--- src/rtl/i2cseq_pkg.sv ---
// ----------------------------------------------------------------------------
// I2C sequencer package
// Shared types, codes and state record for the I2C register transaction
// sequencer and its step logic.
// ----------------------------------------------------------------------------
package i2cseq_pkg;

  // Input item function codes.
  localparam logic [2:0] FUNC_POLL  = 3'd0;
  localparam logic [2:0] FUNC_READ  = 3'd1;
  localparam logic [2:0] FUNC_WRITE = 3'd2;
  localparam logic [2:0] FUNC_DONE  = 3'd3;
  localparam logic [2:0] FUNC_DIRTY = 3'd4;

  // Completion status codes from the byte engine.
  localparam logic [2:0] DS_OK  = 3'd0;
  localparam logic [2:0] DS_NAK = 3'd1;

  // Result kinds.
  localparam logic [1:0] KIND_ISSUE  = 2'd0;
  localparam logic [1:0] KIND_FINISH = 2'd1;
  localparam logic [1:0] KIND_IGNORE = 2'd2;

  // Bus primitives.
  localparam logic [2:0] PRIM_RECOVER = 3'd0;
  localparam logic [2:0] PRIM_START   = 3'd1;
  localparam logic [2:0] PRIM_RESTART = 3'd2;
  localparam logic [2:0] PRIM_WRITE   = 3'd3;
  localparam logic [2:0] PRIM_READ    = 3'd4;
  localparam logic [2:0] PRIM_STOP    = 3'd5;

  // Final transaction status codes.
  localparam logic [2:0] ST_OK       = 3'd0;
  localparam logic [2:0] ST_DIRTY    = 3'd1;
  localparam logic [2:0] ST_COMMFAIL = 3'd2;
  localparam logic [2:0] ST_BADADDR  = 3'd3;
  localparam logic [2:0] ST_HWFAIL   = 3'd4;

  // Poll outcome of the address byte, held until the stop completes.
  localparam logic [2:0] POLL_ACK  = 3'd0;
  localparam logic [2:0] POLL_NAK  = 3'd1;
  localparam logic [2:0] POLL_FAIL = 3'd2;

  // Transaction phase.
  typedef enum logic [3:0] {
    PH_IDLE    = 4'd0,
    PH_RECOVER = 4'd1,
    PH_START   = 4'd2,
    PH_ADDR    = 4'd3,
    PH_REG     = 4'd4,
    PH_RESTART = 4'd5,
    PH_ADDR_RD = 4'd6,
    PH_READ    = 4'd7,
    PH_DATA    = 4'd8,
    PH_STOP    = 4'd9,
    PH_ERRSTOP = 4'd10
  } phase_t;

  // Transaction type.
  typedef enum logic [1:0] {
    OP_POLL  = 2'd0,
    OP_READ  = 2'd1,
    OP_WRITE = 2'd2
  } op_t;

  // Sequencer state record.
  typedef struct packed {
    phase_t     phase;
    op_t        operation;
    logic [6:0] saved_device;
    logic [7:0] saved_register;
    logic [7:0] saved_byte;
    logic       bus_dirty;
    logic [2:0] pending;
  } seq_state_t;

  // One result beat.
  typedef struct packed {
    logic [1:0] kind;
    logic [2:0] prim;
    logic [7:0] byte_out;
    logic [2:0] status;
    logic [7:0] read_data;
  } seq_result_t;

endpackage

--- src/rtl/i2c_register_transaction_sequencer.sv ---
// ----------------------------------------------------------------------------
// I2C register transaction sequencer
// Drives a byte-level I2C engine through poll, register read and register
// write transactions, one primitive at a time.
//
// Usage: every input beat is a command (poll, read, write, mark bus dirty)
// or the completion of the primitive last issued. Every input beat yields
// exactly one result beat: a primitive to issue, a final status, or an
// ignore notice. Both channels use valid and stall.
// A beat accepted at a clock edge is registered at that edge in the input
// register, passes through the step logic, and its result is presented
// from the result register. One beat per cycle is sustained while the
// receiver does not stall; the sequencer state updates with the result.
// When the receiver stalls, the result register holds and the input
// register still takes one further beat before in_stall rises.
// Reset clears both pipeline registers, returns to idle, and sets the
// bus-dirty flag, so the first poll runs bus recovery.
// ----------------------------------------------------------------------------
module i2c_register_transaction_sequencer (
  input  logic       clk,
  input  logic       rst,
  input  logic       in_valid,
  output logic       in_stall,
  input  logic [2:0] func,
  input  logic [6:0] device_address,
  input  logic [7:0] register_address,
  input  logic [7:0] write_data,
  input  logic [2:0] done_status,
  input  logic [7:0] done_data,
  output logic       out_valid,
  input  logic       out_stall,
  output logic [1:0] result_kind,
  output logic [2:0] primitive_res,
  output logic [7:0] byte_out,
  output logic [2:0] final_status,
  output logic [7:0] read_data
);
  import i2cseq_pkg::*;

  logic        s1_valid;
  logic        s1_adv;
  logic        in_acc;
  logic [2:0]  s1_func;
  logic [6:0]  s1_device;
  logic [7:0]  s1_register;
  logic [7:0]  s1_wdata;
  logic [2:0]  s1_status;
  logic [7:0]  s1_data;
  seq_state_t  st;
  seq_state_t  st_next;
  seq_result_t rslt_next;
  seq_result_t rslt;

  // Handshake: the input register moves on when the result register is free.
  assign s1_adv   = s1_valid && (!out_valid || !out_stall);
  assign in_stall = s1_valid && !s1_adv;
  assign in_acc   = in_valid && !in_stall;

  // Input register.
  always_ff @(posedge clk) begin
    if (rst) begin
      s1_valid <= 1'b0;
    end else if (in_acc) begin
      s1_valid <= 1'b1;
    end else if (s1_adv) begin
      s1_valid <= 1'b0;
    end
  end

  always_ff @(posedge clk) begin
    if (in_acc) begin
      s1_func     <= func;
      s1_device   <= device_address;
      s1_register <= register_address;
      s1_wdata    <= write_data;
      s1_status   <= done_status;
      s1_data     <= done_data;
    end
  end

  // Transaction step logic.
  i2cseq_step u_step (
    .func             (s1_func),
    .device_address   (s1_device),
    .register_address (s1_register),
    .write_data       (s1_wdata),
    .done_status      (s1_status),
    .done_data        (s1_data),
    .st               (st),
    .st_next          (st_next),
    .rslt             (rslt_next)
  );

  // Sequencer state; the saved transaction fields need no reset.
  always_ff @(posedge clk) begin
    if (rst) begin
      st.phase     <= PH_IDLE;
      st.operation <= OP_POLL;
      st.bus_dirty <= 1'b1;
      st.pending   <= ST_OK;
    end else if (s1_adv) begin
      st <= st_next;
    end
  end

  // Result register.
  always_ff @(posedge clk) begin
    if (rst) begin
      out_valid <= 1'b0;
    end else if (s1_adv) begin
      out_valid <= 1'b1;
    end else if (!out_stall) begin
      out_valid <= 1'b0;
    end
  end

  always_ff @(posedge clk) begin
    if (s1_adv) begin
      rslt <= rslt_next;
    end
  end

  assign result_kind   = rslt.kind;
  assign primitive_res = rslt.prim;
  assign byte_out      = rslt.byte_out;
  assign final_status  = rslt.status;
  assign read_data     = rslt.read_data;

  // An accepted beat always lands in the input register.
  assert property (@(posedge clk) disable iff (rst) in_acc |=> s1_valid)
    else $error("accepted beat not held in input register");

  // A finished transaction leaves the sequencer idle.
  assert property (@(posedge clk) disable iff (rst)
    s1_adv && rslt_next.kind == KIND_FINISH |=> st.phase == PH_IDLE)
    else $error("finish result without return to idle");

  // An issued primitive always leaves a transaction in flight.
  assert property (@(posedge clk) disable iff (rst)
    s1_adv && rslt_next.kind == KIND_ISSUE |=> st.phase != PH_IDLE)
    else $error("primitive issued while returning to idle");

  // A bus-dirty rejection only happens with the flag set, and it stays set.
  assert property (@(posedge clk) disable iff (rst)
    s1_adv && rslt_next.kind == KIND_FINISH && rslt_next.status == ST_DIRTY
    |=> st.bus_dirty)
    else $error("bus-dirty status with flag clear");

endmodule

--- src/rtl/i2cseq_step.sv ---
// ----------------------------------------------------------------------------
// I2C sequencer step logic
// Combinational transition of the transaction state for one input beat,
// together with the result beat that the input causes.
// ----------------------------------------------------------------------------
module i2cseq_step (
  input  logic [2:0]              func,
  input  logic [6:0]              device_address,
  input  logic [7:0]              register_address,
  input  logic [7:0]              write_data,
  input  logic [2:0]              done_status,
  input  logic [7:0]              done_data,
  input  i2cseq_pkg::seq_state_t  st,
  output i2cseq_pkg::seq_state_t  st_next,
  output i2cseq_pkg::seq_result_t rslt
);
  import i2cseq_pkg::*;

  logic       ok;
  logic       is_cmd;
  logic       is_done;
  phase_t     phase_next;
  logic [7:0] addr_wr;
  logic [7:0] addr_rd;

  assign ok      = (done_status == DS_OK);
  assign is_cmd  = (func == FUNC_POLL) || (func == FUNC_READ) || (func == FUNC_WRITE);
  assign is_done = (func == FUNC_DONE) && (st.phase != PH_IDLE);
  assign addr_wr = {st.saved_device, 1'b0};
  assign addr_rd = {st.saved_device, 1'b1};

  // Next phase.
  always_comb begin
    phase_next = st.phase;
    if (is_cmd && st.phase == PH_IDLE) begin
      if (func == FUNC_POLL) begin
        phase_next = st.bus_dirty ? PH_RECOVER : PH_START;
      end else begin
        phase_next = st.bus_dirty ? PH_IDLE : PH_START;
      end
    end else if (is_done) begin
      unique case (st.phase)
        PH_RECOVER: phase_next = ok ? PH_START : PH_IDLE;
        PH_START:   phase_next = ok ? PH_ADDR : PH_IDLE;
        PH_ADDR: begin
          if (st.operation == OP_POLL) begin
            phase_next = PH_STOP;
          end else begin
            phase_next = ok ? PH_REG : PH_ERRSTOP;
          end
        end
        PH_REG: begin
          if (!ok) begin
            phase_next = PH_ERRSTOP;
          end else begin
            phase_next = (st.operation == OP_READ) ? PH_RESTART : PH_DATA;
          end
        end
        PH_RESTART: phase_next = ok ? PH_ADDR_RD : PH_ERRSTOP;
        PH_ADDR_RD: phase_next = ok ? PH_READ : PH_ERRSTOP;
        PH_READ:    phase_next = ok ? PH_STOP : PH_ERRSTOP;
        PH_DATA:    phase_next = ok ? PH_STOP : PH_ERRSTOP;
        default:    phase_next = PH_IDLE;
      endcase
    end
  end

  // Result beat and the remaining state fields.
  always_comb begin
    st_next       = st;
    st_next.phase = phase_next;
    rslt          = '0;
    rslt.kind     = KIND_IGNORE;
    if (func == FUNC_DIRTY) begin
      st_next.bus_dirty = 1'b1;
    end else if (is_cmd && st.phase == PH_IDLE) begin
      st_next.operation      = op_t'(func[1:0]);
      st_next.saved_device   = device_address;
      st_next.saved_register = register_address;
      st_next.saved_byte     = write_data;
      st_next.pending        = ST_OK;
      if (func == FUNC_POLL) begin
        rslt.kind = KIND_ISSUE;
        rslt.prim = st.bus_dirty ? PRIM_RECOVER : PRIM_START;
      end else if (st.bus_dirty) begin
        rslt.kind   = KIND_FINISH;
        rslt.status = ST_DIRTY;
      end else begin
        rslt.kind = KIND_ISSUE;
        rslt.prim = PRIM_START;
      end
    end else if (is_done) begin
      rslt.kind = KIND_ISSUE;
      unique case (st.phase)
        PH_RECOVER: begin
          if (ok) begin
            st_next.bus_dirty = 1'b0;
            rslt.prim         = PRIM_START;
          end else begin
            rslt.kind   = KIND_FINISH;
            rslt.status = ST_HWFAIL;
          end
        end
        PH_START: begin
          if (ok) begin
            rslt.prim     = PRIM_WRITE;
            rslt.byte_out = addr_wr;
          end else begin
            st_next.bus_dirty = 1'b1;
            rslt.kind         = KIND_FINISH;
            rslt.status       = ST_COMMFAIL;
          end
        end
        PH_ADDR: begin
          if (st.operation == OP_POLL) begin
            st_next.pending = ok ? POLL_ACK :
                              (done_status == DS_NAK) ? POLL_NAK : POLL_FAIL;
            rslt.prim = PRIM_STOP;
          end else if (ok) begin
            rslt.prim     = PRIM_WRITE;
            rslt.byte_out = st.saved_register;
          end else begin
            st_next.pending = (done_status == DS_NAK) ? ST_BADADDR : ST_COMMFAIL;
            rslt.prim       = PRIM_STOP;
          end
        end
        PH_REG: begin
          if (!ok) begin
            st_next.pending = ST_COMMFAIL;
            rslt.prim       = PRIM_STOP;
          end else if (st.operation == OP_READ) begin
            rslt.prim = PRIM_RESTART;
          end else begin
            rslt.prim     = PRIM_WRITE;
            rslt.byte_out = st.saved_byte;
          end
        end
        PH_RESTART: begin
          if (ok) begin
            rslt.prim     = PRIM_WRITE;
            rslt.byte_out = addr_rd;
          end else begin
            st_next.pending = ST_COMMFAIL;
            rslt.prim       = PRIM_STOP;
          end
        end
        PH_ADDR_RD: begin
          rslt.prim = ok ? PRIM_READ : PRIM_STOP;
          if (!ok) begin
            st_next.pending = ST_COMMFAIL;
          end
        end
        PH_READ: begin
          rslt.prim = PRIM_STOP;
          if (ok) begin
            // The received byte is parked here until the stop completes.
            st_next.saved_byte = done_data;
          end else begin
            st_next.pending = ST_COMMFAIL;
          end
        end
        PH_DATA: begin
          rslt.prim = PRIM_STOP;
          if (!ok) begin
            st_next.pending = ST_COMMFAIL;
          end
        end
        PH_STOP: begin
          rslt.kind = KIND_FINISH;
          if (st.operation == OP_POLL) begin
            if (ok && st.pending == POLL_ACK) begin
              rslt.status = ST_OK;
            end else if (ok && st.pending == POLL_NAK) begin
              rslt.status = ST_BADADDR;
            end else begin
              st_next.bus_dirty = 1'b1;
              rslt.status       = ST_COMMFAIL;
            end
          end else if (ok) begin
            rslt.status    = ST_OK;
            rslt.read_data = (st.operation == OP_READ) ? st.saved_byte : 8'h00;
          end else begin
            st_next.bus_dirty = 1'b1;
            rslt.status       = ST_COMMFAIL;
          end
        end
        PH_ERRSTOP: begin
          // The stop outcome is ignored; the saved error is reported.
          st_next.bus_dirty = 1'b1;
          rslt.kind         = KIND_FINISH;
          rslt.status       = st.pending;
        end
        default: begin
          rslt.kind = KIND_IGNORE;
        end
      endcase
    end
  end

endmodule
--- config.mk ---
export PLATFORM = sky130hd
export DESIGN_NAME = i2c_register_transaction_sequencer
export DESIGN_NICKNAME = d
export VERILOG_FILES = /design/src/rtl/i2cseq_pkg.sv /design/src/rtl/i2c_register_transaction_sequencer.sv /design/src/rtl/i2cseq_step.sv
export SDC_FILE = /design/constraint.sdc
export NUM_CORES = 1
export LEC_CHECK = 0
export BUFFER_PORTS_ARGS = -buffer_cell sky130_fd_sc_hd__clkbuf_2
export CAP_MARGIN = 30
export CORE_MARGIN = 10
export CORE_UTILIZATION = 45
export CTS_CLUSTER_DIAMETER = 60
export CTS_CLUSTER_SIZE = 14
export DETAILED_ROUTE_END_ITERATION = 10
export PLACE_DENSITY = 0.76
export SLEW_MARGIN = 20
export SYNTH_ARGS = -nofsm -noshare
export SYNTH_HDL_FRONTEND = slang
export SYNTH_SLANG_ARGS = --single-unit
--- constraint.sdc ---
create_clock -name clk -period 3.1 [get_ports clk]
set_clock_uncertainty 0.2 [all_clocks]
set_input_delay 0.62 -clock clk [delete_from_list [all_inputs] [get_ports clk]]
set_output_delay 0.62 -clock clk [all_outputs]
set_load 0.02 [all_outputs]
==> run_results.csv <==
group,metric,value,unit
routing,dr_pass1_iterations,5,
floorplanning,die_width,114,um
yosys,number_of_synthesized_flops_with_an_enable_pin,84,
timing,hold_viol_final,0,
yosys,postSynth.topFlopCell,"edfxtp_1",
yosys,synthDominantCellAreaShare,62.8,%
yosys,synth_nets,340,
power_and_ir_drop,static_leak,1.69,nW
routing,drt_drc_violations_left,0,
global_route,grt_first_pass_wirelength,13.9,mm
yosys,postSynth.asyncResetShare,0,%
hold_path,worst_hold_startpoint,"s1_register[6]",
global_route,grt_use_met1,17.6,%
timing,setup_tns,0,ns
final_layout,final_area,4680,um2
place,placement.cell_area,4480,um2
global_route,grt_usage,13.3,%
clocking,cts.reportedPaths.clkPinSlew,0.10,ns
yosys,post_synth_most_frequent_cells,"edfxtp_1 (84), nor2_1 (33), nand2_1 (16)",
critical_path,crit-reg2reg-launch,"s1_status[1]",
clocking,worst_skew_pair.late_latency,0.35,ns
global_route,grt_use_met3,2.99,%
power_and_ir_drop,power_density,528,nW/um2
floorplanning,floorplan.die_area,13100,um2
final_layout,synthesis_to_finish_area_growth,16.5,%
yosys,muxShareOfSynthArea,3.24,%
clocking,cts_post_setup_buffers_inserted,0,
global_route,grt_max_degree,38,
yosys,yosysTopAreaCell,"edfxtp_1",
run,drv.max_cap_violation_count,0,
routing,wl_per_cell,17.6,um
clocking,max-clock-path-buffers,2,
critical_path,crit_path_end_kind,"flip-flop",
critical_path,critical-path-slowest-cell,"nor4_2",
yosys,yosysMostFrequentCell,"edfxtp_1",
clocking,clock_tree.htree_level_count,3,
clocking,cts_buffers,9,
timing,worst_slew_margin_rel,49.3,%
clocking,cts-hold-fix-buffers,0,
yosys,synth.avg_cell_area,13.4,um2
floorplanning,die_height,114,um
yosys,synth_seq_cells,95,
timing,final_max_slew_violation_count,0,
critical_path,cp.required,3.10,ns
final_layout,antenna_cells,0,
yosys,yosysWarnings,0,
routing,first_iter_violations,232,
critical_path,crit_path_cell_trace,"or3_1, nor4_2, a222oi_1, nor2_1",
critical_path,cpPeakStageDelay,0.76,ns
floorplanning,initial_standard_cell_utilization_of_the_core,46.1,%
timing,tightest_slew,0.754,ns
floorplanning,ioPinCount,67,
yosys,synth_top_family_by_area,"simple AND/OR/NAND/NOR gates",
yosys,ys_top_cells_by_area,"edfxtp_1 (63%), dfxtp_1 (5.5%), nor2_1 (3.1%)",
timing,timing.final.crit_share,82.3,%
power_and_ir_drop,worst_ir_drop_vdd,0.435,mV
yosys,post_synth_inst_count,299,
floorplanning,number_of_placement_rows,34,
timing,fin_worst_hold_slack,0.232,ns
timing,timing.final.setup_violations,0,
final_layout,final_cell_count_without_fillers,482,
final_layout,n_fill_cell,734,
yosys,synth_simple_gate_area_share,14.3,%
outcome,status,"finished clean",
place,hpwlAfterDp,6.38,mm
critical_path,cp-startpoint,"s1_status[1]",
global_route,globalRouteMet2Util,19.8,%
critical_path,critical_path_data_arrival_time,2.55,ns
floorplanning,core_area,8720,um2
critical_path,critical_path.startpoint_type,"flip-flop",
global_route,number_of_global_route_vias_before_repair,2755,
global_route,top_usage_layer,"met2",
place,place.detailed.instances,466,
yosys,synth_cell_types,50,
critical_path,critPathMaxFanout,15,
global_route,number_of_antenna_violations_at_the_first_check_in_global_routing,0,
yosys,synth-adder-area-share,0,%
timing,fmax,0.392,GHz
place,port_buffers,66,
routing,route.detailed.vias_per_inst,5.56,
routing,ant_nets,0,
yosys,synth_compound_area_share,11.0,%
critical_path,timing.critical_path.max_delay_family,"simple AND/OR/NAND/NOR gates",
critical_path,timing_worst_setup_path_type,"flip-flop to flip-flop",
yosys,ys_seq_area_share,68.3,%
yosys,syn-cell-area,4020,um2
clocking,tritoncts_num_sinks,95,
global_route,global_route.overflow_total,0,
final_layout,layout.nets,410,
yosys,yosys.area_share.xor_xnor,0.436,%
place,gpl.final_weighted_congestion,0.962,
timing,finalCriticalPeriod,2.55,ns
hold_path,min_path_type,"flip-flop to flip-flop",
final_layout,post_route_cells_drive_above_1_share,30.7,%
routing,final_routed_wirelength_across_all_metal_layers,8.50,mm
clocking,cts.repair.resized,0,
timing,rsz0062_at_grt,"no",
clocking,ctsRootBufferMaster,"clkbuf_8",
clocking,tritoncts,"yes",
routing,vias,2681,
critical_path,crit_buf_inv,0,
==> flip-flops by register name, summed over array words and instances (netlist names) <==
| register | flops |
|---|---|
| out_valid | 1 |
| byte_out | 8 |
| s1_func | 3 |
| final_status | 3 |
| st | 32 |
| s1_register | 8 |
| s1_status | 3 |
| s1_wdata | 8 |
| s1_device | 7 |
| s1_valid | 1 |
| read_data | 8 |
| primitive_res | 3 |
| s1_data | 8 |
| result_kind | 2 |
==> power by group <==
| group | internal (mW) | leakage (nW) | switching, mW |
|---|---|---|---|
| clock | 0.387 | 0.0969 | 0.436 |
| combinational | 0.0737 | 0.695 | 0.107 |
| sequential | 1.45 | 0.894 | 0.0234 |
==> final timing paths <==
check	to	slack, ns	depth (start not counted)
hold / removal	st[18]	0.23	0
setup / recovery	byte_out[2]	0.55	4
hold reg to reg	st[18]	0.23	0
setup reg to reg	byte_out[2]	0.55	4
==> metrics by stage <==
stage / utilization (%) / power (mW) / setup WS, ns
final: 53.7 / 2.47 / 0.550
after global routing: 53.7 / 2.58 / 0.377
after CTS: 53.7 / 2.50 / 0.563
after detailed placement: 51.3 / 1.68 / 0.593
after global placement: 51.3 / 1.67 / 0.698
after floorplan: - / 1.61 / 0.492
==> layout by cell type (no fill, tap or decap), drive strengths merged, types with 2 or more instances in the layout <==
cell,netlist,layout
edfxtp,84,84
clkbuf,9,76
nor2,33,33
nand2,16,16
a21oi,14,14
o21ai,13,13
dfxtp,11,11
buf,9,11
and2,10,10
nor3,10,10
mux2,8,8
nor2b,8,8
a222oi,7,7
inv,4,7
nand2b,6,6
o211ai,6,6
a31oi,4,4
mux2i,4,4
nor4,4,4
and3,3,3
or3,3,3
o31ai,3,3
or4,3,3
nand3,2,2
a2111oi,2,2
a2bb2oi,2,2
a22oi,2,2
nand4,2,2
o221a,2,2
clkinvlp,0,2
nor3b,2,2
==> kinds of logic (layout without fill, tap and decap cells) <==
kind of cell    count (synthesis)  count (layout)
flops                          95              95
mux                            12              12
simple gates                  105             105
compound gates                 63              63
xor+xnor                        2               2
buf+inv                        22              97
==> worst reg2reg max path: stages (launching register included) <==
cell and delay (ns):
edfxtp_1 0.43, or3_1 0.65, nor4_2 0.77, a222oi_1 0.20, nor2_1 0.16
==> layer usage <==
layer / vias to the layer above / share of wire (%)
met5: - / 0
met4: 0 / 1.7
met3: 11 / 6.4
met2: 114 / 46
met1: 1268 / 45
li1: 1288 / -
==> layout make-up <==
type                            instances  area (um2)  area share [%]
Tap cell                              108         135            2.89
Clock buffer                           10         128            2.73
Timing Repair Buffer                   77         413            8.82
Inverter                                4        15.0           0.321
Sequential cell                        95        2740            58.6
Multi-Input combinational cell        182        1170            25.0
Clock inverter                          6        76.3            1.63
Power figures use the tool's default switching activity.
